**config.mk**
```make
export PLATFORM = sky130hd
export DESIGN_NAME = seek_arrive_steering
export DESIGN_NICKNAME = d
export VERILOG_FILES = /design/src/design/sas_pkg.sv /design/src/design/sas_alu.sv /design/src/design/seek_arrive_steering.sv
export VERILOG_INCLUDE_DIRS = /design/src /design/src/design
export SDC_FILE = /design/constraint.sdc
export NUM_CORES = 2
export LEC_CHECK = 0
export BUFFER_PORTS_ARGS = -buffer_cell sky130_fd_sc_hd__buf_2
export CAP_MARGIN = 5
export CORE_AREA = 2 2 448 316
export CTS_BUF_LIST = sky130_fd_sc_hd__clkbuf_2
export CTS_CLUSTER_SIZE = 10
export DETAILED_ROUTE_END_ITERATION = 8
export DIE_AREA = 0 0 450 318
export PLACE_DENSITY = 0.88
export SLEW_MARGIN = 20
export SYNTH_ARGS = -nofsm -noshare
export SYNTH_HDL_FRONTEND = slang
export SYNTH_SLANG_ARGS = --single-unit
```
**constraint.sdc**
```tcl
create_clock -name clk -period 25.3 [get_ports clk]
set_clock_uncertainty 0.2 [all_clocks]
set_input_delay 0 -clock clk [delete_from_list [all_inputs] [get_ports clk]]
set_output_delay 0 -clock clk [all_outputs]
set_load 0.005 [all_outputs]
```
**src/design/seek_arrive_steering_macros.svh**
```systemverilog
// ----------------------------------------------------------------------------
// seek_arrive_steering_macros.svh
// Assertion macros shared by the steering block.
// ----------------------------------------------------------------------------
`ifndef SEEK_ARRIVE_STEERING_MACROS_SVH
`define SEEK_ARRIVE_STEERING_MACROS_SVH

// Same-cycle implication
`define SAS_ASSERT_IMP(lbl, pre, post, msg) \
    lbl: assert property (@(posedge clk) disable iff (!rst_n) (pre) |-> (post)) else $error(msg);

// Next-cycle implication
`define SAS_ASSERT_NXT(lbl, pre, post, msg) \
    lbl: assert property (@(posedge clk) disable iff (!rst_n) (pre) |=> (post)) else $error(msg);

`endif

```
**src/design/sas_pkg.sv**
```systemverilog
`timescale 1ns / 1ps
// ----------------------------------------------------------------------------
// sas_pkg
// Shared types for the steering block and its arithmetic unit.
// ----------------------------------------------------------------------------
package sas_pkg;

    // Operations of the shared arithmetic unit
    typedef enum logic [1:0] {
        OP_MUL  = 2'd0,
        OP_DIV  = 2'd1,
        OP_SQRT = 2'd2
    } op_t;

    // Command from the sequencer
    typedef struct packed {
        logic start;
        op_t  op;
    } alu_req_t;

    // Unit status
    typedef struct packed {
        logic busy;
        logic done;
    } alu_stat_t;

    localparam int unsigned MUL_STEPS  = 64;
    localparam int unsigned DIV_STEPS  = 128;
    localparam int unsigned SQRT_STEPS = 64;

endpackage

```
**src/design/sas_alu.sv**
```systemverilog
`timescale 1ns / 1ps
// ----------------------------------------------------------------------------
// sas_alu
// Bit-serial shared unit: 64x64 multiply, 128/64 divide, 128-bit square root.
// ----------------------------------------------------------------------------
module sas_alu (
    input  logic                 clk,
    input  logic                 rst_n,
    input  sas_pkg::alu_req_t    req,
    input  logic [63:0]          a,      // multiplicand / divisor
    input  logic [63:0]          b,      // multiplier
    input  logic [127:0]         n,      // dividend / radicand
    output sas_pkg::alu_stat_t   stat,
    output logic [63:0]          q,      // quotient / root
    output logic [127:0]         p       // product
);

    sas_pkg::op_t  op_reg;
    logic [63:0]   a_reg, b_reg, q_reg;
    logic [127:0]  work_reg;
    logic [65:0]   rem_reg;
    logic [6:0]    cnt_reg;
    logic          busy_reg, done_reg;

    logic [63:0]   b_next, q_next;
    logic [127:0]  work_next;
    logic [65:0]   rem_next;
    logic [64:0]   dr;
    logic          dge;
    logic [67:0]   sr, strial;
    logic          sge;

    // One iteration of the selected operation
    always_comb
    begin
        dr        = {rem_reg[63:0], work_reg[127]};
        dge       = (dr >= {1'b0, a_reg});
        sr        = {rem_reg, work_reg[127:126]};
        strial    = {2'b00, q_reg, 2'b01};
        sge       = (sr >= strial);
        b_next    = b_reg;
        q_next    = q_reg;
        rem_next  = rem_reg;
        work_next = work_reg;
        case (op_reg)
            sas_pkg::OP_MUL:
            begin
                work_next = {work_reg[126:0], 1'b0}
                          + (b_reg[63] ? {64'd0, a_reg} : 128'd0);
                b_next    = {b_reg[62:0], 1'b0};
            end
            sas_pkg::OP_DIV:
            begin
                rem_next  = dge ? {1'b0, dr - {1'b0, a_reg}} : {1'b0, dr};
                q_next    = {q_reg[62:0], dge};
                work_next = {work_reg[126:0], 1'b0};
            end
            sas_pkg::OP_SQRT:
            begin
                rem_next  = sge ? 66'(sr - strial) : sr[65:0];
                q_next    = {q_reg[62:0], sge};
                work_next = {work_reg[125:0], 2'b00};
            end
            default:
            begin
                work_next = work_reg;
            end
        endcase
    end

    always_ff @(posedge clk or negedge rst_n)
    begin
        if (!rst_n)
        begin
            busy_reg <= 1'b0;
            done_reg <= 1'b0;
            cnt_reg  <= '0;
            op_reg   <= sas_pkg::OP_MUL;
        end
        else if (req.start)
        begin
            busy_reg <= 1'b1;
            done_reg <= 1'b0;
            op_reg   <= req.op;
            case (req.op)
                sas_pkg::OP_DIV:  cnt_reg <= 7'(sas_pkg::DIV_STEPS - 1);
                sas_pkg::OP_SQRT: cnt_reg <= 7'(sas_pkg::SQRT_STEPS - 1);
                default:          cnt_reg <= 7'(sas_pkg::MUL_STEPS - 1);
            endcase
        end
        else if (busy_reg)
        begin
            cnt_reg <= cnt_reg - 7'd1;
            if (cnt_reg == 7'd0)
            begin
                busy_reg <= 1'b0;
                done_reg <= 1'b1;
            end
        end
        else
        begin
            done_reg <= 1'b0;
        end
    end

    // Datapath registers
    always_ff @(posedge clk)
    begin
        if (req.start)
        begin
            a_reg    <= a;
            b_reg    <= b;
            q_reg    <= '0;
            rem_reg  <= '0;
            work_reg <= (req.op == sas_pkg::OP_MUL) ? 128'd0 : n;
        end
        else if (busy_reg)
        begin
            b_reg    <= b_next;
            q_reg    <= q_next;
            rem_reg  <= rem_next;
            work_reg <= work_next;
        end
    end

    assign stat.busy = busy_reg;
    assign stat.done = done_reg;
    assign q         = q_reg;
    assign p         = work_reg;

endmodule

```
**src/design/seek_arrive_steering.sv**
```systemverilog
`timescale 1ns / 1ps
// ----------------------------------------------------------------------------
// seek_arrive_steering
// Seek / arrive steering on Q16.16 vectors, sequenced over one shared unit.
// ----------------------------------------------------------------------------
//  channel | signals                          | direction
//  in      | in_valid/in_ready + 7 fields     | into block
//  out     | out_valid/out_ready + 3 fields   | out of block
//  cfg     | cfg_we, cfg_idx, cfg_data        | into block, write only
//
//  Every step runs on one bit-serial unit: multiply, divide or square root.
//  Seek takes 7 ops, arrive up to 19 ops. One item at a time; in_ready is
//  low until the result transfer completes. Reset clears control and the
//  latch and loads the configuration defaults; datapath registers are not
//  reset. A stalled output holds; no new input is taken meanwhile.
// ----------------------------------------------------------------------------
`include "seek_arrive_steering_macros.svh"

module seek_arrive_steering (
    input  logic        clk,
    input  logic        rst_n,
    input  logic        in_valid,
    output logic        in_ready,
    input  logic        req_type,
    input  logic [31:0] target_x,
    input  logic [31:0] target_y,
    input  logic [31:0] char_x,
    input  logic [31:0] char_y,
    input  logic [31:0] vel_x,
    input  logic [31:0] vel_y,
    output logic        out_valid,
    input  logic        out_ready,
    output logic [31:0] lin_x,
    output logic [31:0] lin_y,
    output logic        arrived,
    input  logic        cfg_we,
    input  logic [2:0]  cfg_idx,
    input  logic [31:0] cfg_data
);

    typedef enum logic [3:0] {
        S_IDLE  = 4'b0001,
        S_ISSUE = 4'b0010,
        S_WAIT  = 4'b0100,
        S_OUT   = 4'b1000
    } state_t;

    typedef enum logic [4:0] {
        P_SQX, P_SQY, P_DIST, P_TSM, P_TSD, P_NUMX, P_DIVX, P_NUMY, P_DIVY,
        P_EX, P_EY, P_AX, P_AY, P_MA, P_LEN, P_CXM, P_CXD, P_CYM, P_CYD
    } step_t;

    typedef enum logic [2:0] {
        R_MAX_SPEED = 3'd0,
        R_TGT_RAD   = 3'd1,
        R_SLOW_RAD  = 3'd2,
        R_TTT       = 3'd3,
        R_MAX_ACC   = 3'd4
    } reg_idx_t;

    state_t state_reg, state_next;
    step_t  step_reg, step_next;

    // Configuration
    logic [31:0] ms_reg, tr_reg, sr_reg, ttt_reg, ma_reg;
    always_ff @(posedge clk or negedge rst_n)
    begin
        if (!rst_n)
        begin
            ms_reg  <= 32'd65536;
            tr_reg  <= 32'd65536;
            sr_reg  <= 32'd327680;
            ttt_reg <= 32'd6554;
            ma_reg  <= 32'd655360;
        end
        else if (cfg_we)
        begin
            case (reg_idx_t'(cfg_idx))
                R_MAX_SPEED: ms_reg  <= cfg_data;
                R_TGT_RAD:   tr_reg  <= cfg_data;
                R_SLOW_RAD:  sr_reg  <= cfg_data;
                R_TTT:       ttt_reg <= cfg_data;
                R_MAX_ACC:   ma_reg  <= cfg_data;
                default:     ;
            endcase
        end
    end

    // Item working registers
    logic          mode_reg, sgx_reg, sgy_reg, oxs_reg, oys_reg, latch_reg;
    logic [32:0]   mx_reg, my_reg;
    logic [31:0]   vx_reg, vy_reg, ts_reg;
    logic [63:0]   den_reg, qx_reg, ox_reg, oy_reg;
    logic [127:0]  t_reg, acc_reg, num_reg;

    // Unit hookup
    sas_pkg::alu_req_t  req;
    sas_pkg::alu_stat_t stat;
    logic [63:0]        ua, ub, uq;
    logic [127:0]       un, up;

    sas_alu u_alu (
        .clk   (clk),
        .rst_n (rst_n),
        .req   (req),
        .a     (ua),
        .b     (ub),
        .n     (un),
        .stat  (stat),
        .q     (uq),
        .p     (up)
    );

    // Velocity error from desired velocity (qx/oy hold its magnitudes)
    logic signed [34:0] desx, desy, ex, ey;
    logic [34:0]        exm, eym;
    logic [63:0]        kval, ttt_eff;
    always_comb
    begin
        desx    = sgx_reg ? -$signed({2'b00, qx_reg[32:0]}) : $signed({2'b00, qx_reg[32:0]});
        desy    = sgy_reg ? -$signed({2'b00, oy_reg[32:0]}) : $signed({2'b00, oy_reg[32:0]});
        ex      = desx - 35'(signed'(vx_reg));
        ey      = desy - 35'(signed'(vy_reg));
        exm     = ex[34] ? 35'(-ex) : 35'(ex);
        eym     = ey[34] ? 35'(-ey) : 35'(ey);
        kval    = mode_reg ? {32'd0, ts_reg} : {32'd0, ms_reg};
        ttt_eff = (ttt_reg == 32'd0) ? 64'd1 : {32'd0, ttt_reg};
    end

    // Operand selection per step
    always_comb
    begin
        req.start = (state_reg == S_ISSUE);
        req.op    = sas_pkg::OP_MUL;
        ua        = '0;
        ub        = '0;
        un        = '0;
        case (step_reg)
            P_SQX:  begin ua = {31'd0, mx_reg}; ub = {31'd0, mx_reg}; end
            P_SQY:  begin ua = {31'd0, my_reg}; ub = {31'd0, my_reg}; end
            P_DIST: begin req.op = sas_pkg::OP_SQRT; un = acc_reg; end
            P_TSM:  begin ua = {32'd0, ms_reg}; ub = den_reg; end
            P_TSD:  begin req.op = sas_pkg::OP_DIV; un = num_reg; ua = {32'd0, sr_reg}; end
            P_NUMX: begin ua = {31'd0, mx_reg}; ub = kval; end
            P_NUMY: begin ua = {31'd0, my_reg}; ub = kval; end
            P_DIVX, P_DIVY, P_CXD, P_CYD:
            begin
                req.op = sas_pkg::OP_DIV; un = num_reg; ua = den_reg;
            end
            P_EX:   begin req.op = sas_pkg::OP_DIV; un = {77'd0, exm, 16'd0}; ua = ttt_eff; end
            P_EY:   begin req.op = sas_pkg::OP_DIV; un = {77'd0, eym, 16'd0}; ua = ttt_eff; end
            P_AX:   begin ua = ox_reg; ub = ox_reg; end
            P_AY:   begin ua = oy_reg; ub = oy_reg; end
            P_MA:   begin ua = {32'd0, ma_reg}; ub = {32'd0, ma_reg}; end
            P_LEN:  begin req.op = sas_pkg::OP_SQRT; un = acc_reg; end
            P_CXM:  begin ua = ox_reg; ub = {32'd0, ma_reg}; end
            P_CYM:  begin ua = oy_reg; ub = {32'd0, ma_reg}; end
            default: ;
        endcase
    end

    // Offsets at acceptance
    logic signed [32:0] dx, dy;
    assign dx = 33'(signed'(target_x)) - 33'(signed'(char_x));
    assign dy = 33'(signed'(target_y)) - 33'(signed'(char_y));

    // Sequencer
    logic in_xfer;
    assign in_xfer = in_valid && in_ready;

    always_comb
    begin
        state_next = state_reg;
        step_next  = step_reg;
        case (state_reg)
            S_IDLE:  if (in_xfer) begin state_next = S_ISSUE; step_next = P_SQX; end
            S_ISSUE: state_next = S_WAIT;
            S_WAIT:
            begin
                if (stat.done)
                begin
                    state_next = S_ISSUE;
                    case (step_reg)
                        P_SQX:  step_next = P_SQY;
                        P_SQY:  step_next = P_DIST;
                        P_DIST:
                        begin
                            if (!mode_reg)
                            begin
                                if (uq == 64'd0) state_next = S_OUT;
                                else             step_next  = P_NUMX;
                            end
                            else if (uq < {32'd0, tr_reg}) state_next = S_OUT;
                            else if (uq == 64'd0)           step_next  = P_EX;
                            else if (uq > {32'd0, sr_reg})  step_next  = P_NUMX;
                            else                            step_next  = P_TSM;
                        end
                        P_TSM:  step_next = P_TSD;
                        P_TSD:  step_next = P_NUMX;
                        P_NUMX: step_next = P_DIVX;
                        P_DIVX: step_next = P_NUMY;
                        P_NUMY: step_next = P_DIVY;
                        P_DIVY:
                        begin
                            if (mode_reg) step_next  = P_EX;
                            else          state_next = S_OUT;
                        end
                        P_EX:   step_next = P_EY;
                        P_EY:   step_next = P_AX;
                        P_AX:   step_next = P_AY;
                        P_AY:   step_next = P_MA;
                        P_MA:
                        begin
                            if (acc_reg > up) step_next  = P_LEN;
                            else              state_next = S_OUT;
                        end
                        P_LEN:  step_next = P_CXM;
                        P_CXM:  step_next = P_CXD;
                        P_CXD:  step_next = P_CYM;
                        P_CYM:  step_next = P_CYD;
                        default: state_next = S_OUT;
                    endcase
                end
            end
            S_OUT:   if (out_ready) state_next = S_IDLE;
            default: state_next = S_IDLE;
        endcase
    end

    always_ff @(posedge clk or negedge rst_n)
    begin
        if (!rst_n)
        begin
            state_reg <= S_IDLE;
            step_reg  <= P_SQX;
            latch_reg <= 1'b0;
        end
        else
        begin
            state_reg <= state_next;
            step_reg  <= step_next;
            if (state_reg == S_WAIT && stat.done && step_reg == P_DIST && mode_reg
                && uq < {32'd0, tr_reg})
            begin
                latch_reg <= 1'b1;
            end
        end
    end

    // Datapath captures
    always_ff @(posedge clk)
    begin
        if (in_xfer)
        begin
            mode_reg <= req_type;
            sgx_reg  <= dx[32];
            sgy_reg  <= dy[32];
            mx_reg   <= dx[32] ? 33'(-dx) : 33'(dx);
            my_reg   <= dy[32] ? 33'(-dy) : 33'(dy);
            vx_reg   <= vel_x;
            vy_reg   <= vel_y;
        end
        else if (state_reg == S_WAIT && stat.done)
        begin
            case (step_reg)
                P_SQX:  t_reg <= up;
                P_SQY:  acc_reg <= t_reg + up;
                P_DIST:
                begin
                    den_reg <= uq;
                    ts_reg  <= ms_reg;
                    qx_reg  <= '0;
                    ox_reg  <= '0;
                    oy_reg  <= '0;
                    oxs_reg <= 1'b0;
                    oys_reg <= 1'b0;
                end
                P_TSM, P_NUMX, P_NUMY, P_CXM, P_CYM: num_reg <= up;
                P_TSD:  ts_reg <= uq[31:0];
                P_DIVX: qx_reg <= uq;
                P_DIVY:
                begin
                    oy_reg  <= uq;
                    ox_reg  <= qx_reg;
                    oxs_reg <= sgx_reg;
                    oys_reg <= sgy_reg;
                end
                P_EX:   begin ox_reg <= uq; oxs_reg <= ex[34]; end
                P_EY:   begin oy_reg <= uq; oys_reg <= ey[34]; end
                P_AX:   t_reg <= up;
                P_AY:   acc_reg <= t_reg + up;
                P_LEN:  den_reg <= uq;
                P_CXD:  ox_reg <= uq;
                P_CYD:  oy_reg <= uq;
                default: ;
            endcase
        end
    end

    // Saturate sign/magnitude into signed 32 bits
    function automatic logic [31:0] sat32(input logic s, input logic [63:0] m);
        logic [31:0] r;
        if (s && m != 64'd0)
        begin
            if (m >= 64'h8000_0000) r = 32'h8000_0000;
            else                    r = 32'(-m[31:0]);
        end
        else if (m > 64'h7FFF_FFFF) r = 32'h7FFF_FFFF;
        else                        r = m[31:0];
        return r;
    endfunction

    assign in_ready  = (state_reg == S_IDLE);
    assign out_valid = (state_reg == S_OUT);
    assign lin_x     = sat32(oxs_reg, ox_reg);
    assign lin_y     = sat32(oys_reg, oy_reg);
    assign arrived   = latch_reg;

    `SAS_ASSERT_IMP(a_ready_valid_excl, 1'b1, !(in_ready && out_valid), "ready and valid together")
    `SAS_ASSERT_NXT(a_accept_issue, in_valid && in_ready, state_reg == S_ISSUE, "no issue after accept")
    `SAS_ASSERT_NXT(a_latch_sticky, arrived, arrived, "arrived latch dropped")
    `SAS_ASSERT_IMP(a_busy_wait, stat.busy, state_reg == S_WAIT, "unit busy outside wait")

endmodule

```
==> results.sh, run 1 <==
export IMPL_die_h_um=318
export IMPL_synthFlopType="edfxtp_1"
export IMPL_grt_max_degree=129
export IMPL_run_status="aborted with a tool error"
export IMPL_synthSimpleGateAreaFrac_pct=15.0
export IMPL_ys_async_sr_fraction_pct=13.2
export IMPL_gp_congestion=1.11
export IMPL_synth_mux_area_share_pct=1.89
export IMPL_clock_sinks=1374
export IMPL_cts_resized=0
export IMPL_hpwl_mm=290
export IMPL_grt_pass1_wl_mm=823
export IMPL_num_rows=115
export IMPL_h_tree_depth=5
export IMPL_synth_area_per_cell_um2=9.27
export IMPL_ys_warn_count=0
export IMPL_haltStage="global routing (5_1_grt)"
export IMPL_grt_pass1_vias=116000
export IMPL_die_w_um=450
export IMPL_synth_fa_ha_area_share_pct=8.63
export IMPL_cts_buffers=344
export IMPL_clockBufferDepth=4
export IMPL_cts_root_buf="clkbuf_2"
export IMPL_initial_utilization_pct=69.4
export IMPL_ys_ff_latch=1374
export IMPL_yosysSeqAreaShare_pct=40.4
export IMPL_firstError="[ERROR GRT-0116] Global routing finished with congestion. Check the congestion regions in the DRC Viewer."
export IMPL_synth_xor_area_share_pct=5.30
export IMPL_yosys_cell_types_count=102
export IMPL_synth_compound_area_share_pct=23.8
export IMPL_syn_inst=10400
export IMPL_grt_overflow_total=1871
export IMPL_syn_nets=11300
export IMPL_synth_edf_count=1063
export IMPL_track_usage_pct=77.6
export IMPL_synthesis_area_um2=96600
export IMPL_portBuffers=299
export IMPL_io_pin_count=300
export IMPL_synth_top_family_by_area="compound AO/OA/AOI/OAI gates"
export IMPL_cts_setup_buffers=0
stage by stage:
| stage | setup slack (ps) | instances | instance area (um^2) | hold WS [ps] | util [%] |
|---|---|---|---|---|---|
| floorplan | 14320 | 10400 | 96600 | -496 | - |
| global placement | 17680 | 12100 | 99700 | -197 | 71.6 |
| detailed placement | 17610 | 12100 | 99700 | -197 | 71.6 |
| CTS | 17000 | 13700 | 112000 | 1.02 | 80.6 |
synth_stat cells, types with 58 or more instances:
cell type	number	area [um^2]
mux2i_1	62	621
mux2_2	107	1200
dfrtp_1	167	4180
and3_1	69	432
a22o_1	96	841
nand4_1	226	1410
edfxtp_1	1063	31900
a31oi_1	90	563
or3_1	82	513
nor2_1	533	2000
o21bai_1	89	668
ha_1	655	8200
a222oi_1	143	1430
o211ai_1	96	721
nor3_1	269	1350
a22oi_1	228	1710
nand2b_1	63	394
o21ai_0	674	3370
clkbuf_1	544	2040
a211oi_1	78	586
inv_1	667	2500
nand2_1	996	3740
a211o_1	58	508
nor2b_1	73	457
a21o_1	348	2610
nor4_1	177	1110
xnor2_1	388	3400
o31ai_1	66	495
xor2_1	195	1710
nand3_1	195	976
o21a_1	78	586
o22ai_1	65	407
a21oi_1	776	3880
and2_1	114	713
dfxtp_1	130	2600
a221oi_1	97	850
layer usage:
layer | GRT overflow | GRT usage [%]
met1 | 264 | 85.0
met5 | 22 | 44.4
met4 | 387 | 59.6
met3 | 276 | 66.5
met2 | 922 | 89.3
cell families after synthesis:
kind of cell / count (synthesis)
DFF: 1374
buffers and inverters: 1263
adders and majority gates: 662
and+or+nand+nor: 2978
xor gates and xnor gates: 584
muxes: 169
AOI/OAI and AO/OA: 3390
repair_timing:
action                                  in CTS
hold buffers                               956
endpoints found under the setup margin       0
endpoints found under the hold margin      613
==> run 2: changes to the inputs <==
--- a/config.mk
+++ b/config.mk
@@ -8,12 +8,10 @@
 export LEC_CHECK = 0
 export BUFFER_PORTS_ARGS = -buffer_cell sky130_fd_sc_hd__buf_2
 export CAP_MARGIN = 5
-export CORE_AREA = 2 2 448 316
-export CTS_BUF_LIST = sky130_fd_sc_hd__clkbuf_2
-export CTS_CLUSTER_SIZE = 10
+export CORE_AREA = 2 2 495 497
 export DETAILED_ROUTE_END_ITERATION = 8
-export DIE_AREA = 0 0 450 318
-export PLACE_DENSITY = 0.88
+export DIE_AREA = 0 0 497 499
+export PLACE_DENSITY_LB_ADDON = 0.15
 export SLEW_MARGIN = 20
 export SYNTH_ARGS = -nofsm -noshare
 export SYNTH_HDL_FRONTEND = slang
==> run 2 against run 1 <==
Net effect:
- the flow now finishes, with violations (design-rule violations)
- synthesized cell count unchanged
- synthesized area is the same
==> results.sh, run 2 <==
export IMPL_run_status="complete, but fails checks"
export IMPL_violations="design-rule violations"
export IMPL_clock_sinks=1374
export IMPL_antenna_found_initial=35
export IMPL_synthesis_area_um2=96600
export IMPL_post_route_period_util_pct=32.1
export IMPL_slew_violations=0
export IMPL_drive_gt1_share_pct=8.93
export IMPL_via_per_inst=6.38
export IMPL_maxSlewHeadroom_pct=14.4
export IMPL_grt_max_degree=130
export IMPL_p_clk_share_pct=18.9
export IMPL_io_pin_count=300
export IMPL_max_slew_worst_pin_slew_ps=1280
export IMPL_slowest_stage="nor4_1"
export IMPL_drt_initial_drc_count=11900
export IMPL_die_w_um=497
export IMPL_num_rows=181
export IMPL_portBuffers=299
export IMPL_final_util_pct=46.1
export IMPL_fin_tns_setup_ps=0
export IMPL_synth_edf_count=1063
export IMPL_rsz0062_at_grt="no"
export IMPL_grt_overflow_total=0
export IMPL_vias=90900
export IMPL_clockBufferDepth=3
export IMPL_fin_crit_ps=8120
export IMPL_cts_buffers=166
export IMPL_syn_nets=11300
export IMPL_p_sw_share_pct=47.3
export IMPL_synthFlopType="edfxtp_1"
export IMPL_p_per_area_nw_per_um2=122
export IMPL_yosys_cell_types_count=102
export IMPL_cts_tree="done"
export IMPL_yosys_top_cells_count="1063 x edfxtp_1, 996 x nand2_1, 776 x a21oi_1"
export IMPL_crit_fanout=6
export IMPL_drtAntennaViolNets=0
export IMPL_remaining_drc_errors=9
export IMPL_hpwl_mm=311
export IMPL_firstDrtPassIters=9
export IMPL_hp_class="primary input to flop"
export IMPL_die_area_um2=248000
export IMPL_mostFrequentLayoutCells="1063 x edfxtp_1, 990 x nand2_1, 771 x a21oi_1"
export IMPL_comb_power_share_pct=54.7
export IMPL_wl_mm=422
export IMPL_grt_pass1_vias=86300
export IMPL_stdcell_count=14200
export IMPL_rrSetupSlack_ps=17180
export IMPL_post_synth_top_area_fraction_pct=33.0
export IMPL_maxCapViolCount=0
export IMPL_ys_ff_latch=1374
export IMPL_holdPathEnd="my_reg[30]"
export IMPL_critPathKind="flop to flop"
export IMPL_arrival_ps=8450
export IMPL_h_tree_depth=4
export IMPL_cp_top_family="simple AND/OR/NAND/NOR gates"
export IMPL_yosysMostFrequentCell="edfxtp_1"
export IMPL_netlist_top_cell_by_area="edfxtp_1"
export IMPL_seq_power_share_pct=26.4
export IMPL_busiest_layer="met2"
export IMPL_switching_power_mw=6.45
export IMPL_cts_clk_slew_worst_paths_ps=60
export IMPL_grt_util_met1_pct=43.7
export IMPL_cts_root_buf="clkbuf_16"
export IMPL_ys_async_sr_fraction_pct=13.2
export IMPL_vdd_drop_max_v=0.000225
export IMPL_area_growth_syn_to_layout_pct=15.7
export IMPL_worst_setup_path_start_kind="flop"
export IMPL_required_ps=25640
export IMPL_hold_depth=6
export IMPL_synth_area_top_cells="edfxtp_1 33%, ha_1 8.5%, dfrtp_1 4.3%, a21oi_1 4.0%, nand2_1 3.9%"
export IMPL_crit_buf_inv=0
export IMPL_die_h_um=499
export IMPL_insertion_delay_ps=880
export IMPL_grt_pass1_wl_mm=605
export IMPL_initial_utilization_pct=39.8
export IMPL_r2r_start="oy_reg[1]"
export IMPL_end_kind="flop"
export IMPL_clock_fmax_mhz=123
export IMPL_final_common_cell="edfxtp_1"
export IMPL_min_from="char_y[28]"
export IMPL_worstReg2RegEnd="u_alu.p[49]"
export IMPL_syn_inst=10400
export IMPL_intPower_mw=7.20
export IMPL_setup_viol=0
export IMPL_fin_nets=11800
export IMPL_reg2regPathDepth=23
export IMPL_path_cells="or3_1 -> nor3_2 -> nand3_1 -> or3_1 -> or4_1 -> or3_1 -> or3_1 -> or3_1 -> or3_1 -> nand2_1 -> xnor2_1 -> ha_1 -> a21o_1 -> o21bai_1 -> or3_1 -> nor3_1 -> and4b_1 -> a211o_1 -> nor4_1 -> a41oi_1 -> xnor2_1 -> a222oi_1 -> o21ai_0"
export IMPL_hold_viol_final=0
export IMPL_synth_area_per_cell_um2=9.27
export IMPL_cts_resized=0
export IMPL_p_leak_nw=44.0
export IMPL_regArea_um2=39100
export IMPL_gp_congestion=0.989
export IMPL_gr_usage_met2_pct=50.8
export IMPL_ys_warn_count=0
export IMPL_cpPeakStageDelay_ps=760
export IMPL_coreArea_um2=243000
export IMPL_multiInputGateArea_um2=53100
export IMPL_yosysSeqAreaShare_pct=40.4
export IMPL_track_usage_pct=32.7
export IMPL_cp_common_cell="or3_1"
export IMPL_placed_cells=13500
export IMPL_met3_usage_pct=6.38
export IMPL_wire_per_inst_um=29.6
export IMPL_n_fill_cell=23100
[run 2: layout make-up]
class | instances | area share [%]
well taps | 3202 | 3.59
flip-flops and latches | 1374 | 35.0
clock inverters | 91 | 1.17
inverters | 669 | 2.26
clock buffers | 211 | 4.02
multi-input cells | 7783 | 47.5
repair buffers | 901 | 6.45
diodes | 11 | 0.0246
[run 2: timing repair]
item	CTS	global route
hold endpoints to repair	517	0
hold buffers	447	0
setup buffers	0	0
[run 2: how the worst max path moves through the flow]
| stage | from | endpoint | cells after the start |
|---|---|---|---|
| after floorplan | state_reg[1] | num_reg[0] | 4 |
| after global placement | oy_reg[2] | u_alu.p[22] | 23 |
| after detailed placement | oy_reg[2] | u_alu.p[22] | 23 |
| after CTS | oy_reg[2] | u_alu.p[22] | 23 |
| after global routing | oy_reg[2] | u_alu.p[49] | 23 |
| final | oy_reg[1] | u_alu.p[49] | 23 |
[run 2: kinds of logic after synthesis]
logic type | Yosys count | synth area share, %
buf+inv | 1263 | 4.94
xor+xnor | 584 | 5.30
flops | 1374 | 40.4
compound gates | 3390 | 23.8
simple gates | 2978 | 15.0
fa+ha+maj | 662 | 8.63
mux | 169 | 1.89
[run 2: stage by stage]
step | hold WS [ps] | worst slack [ps] | power, mW | instance area, um^2
3_5_place_dp | -194 | 17310 | 10.8 | 101000
4_1_cts | 0.474 | 17240 | 13.5 | 112000
6_report | 15.1 | 17180 | 13.6 | 112000
2_1_floorplan | -496 | 14320 | 8.31 | 96600
3_3_place_gp | -194 | 17180 | 10.8 | 101000
5_1_grt | 64.8 | 16690 | 14.3 | 112000
[run 2: tightest hold or removal path: stages]
cell and delay [ps]:
buf_2 90, inv_1 40, ha_1 180, o31a_1 220, o31ai_1 110, xnor2_1 230
[run 2: power groups by stage]
stage / registers [mW] / logic [mW] / clock network [mW]
floorplan: 3.36 / 4.95 / 0
global placement: 3.61 / 7.14 / 0
detailed placement: 3.62 / 7.18 / 0
CTS: 3.58 / 7.33 / 2.60
global route: 3.62 / 8.03 / 2.68
finish: 3.60 / 7.47 / 2.58
[run 2: per-layer routing]
| layer | vias up | share of wire (%) |
|---|---|---|
| met5 | - | 0.041 |
| met4 | 16 | 5.2 |
| met3 | 818 | 9.1 |
| met2 | 4676 | 44 |
| met1 | 44900 | 41 |
| li1 | 40500 | - |
Power figures use the tool's default switching activity.
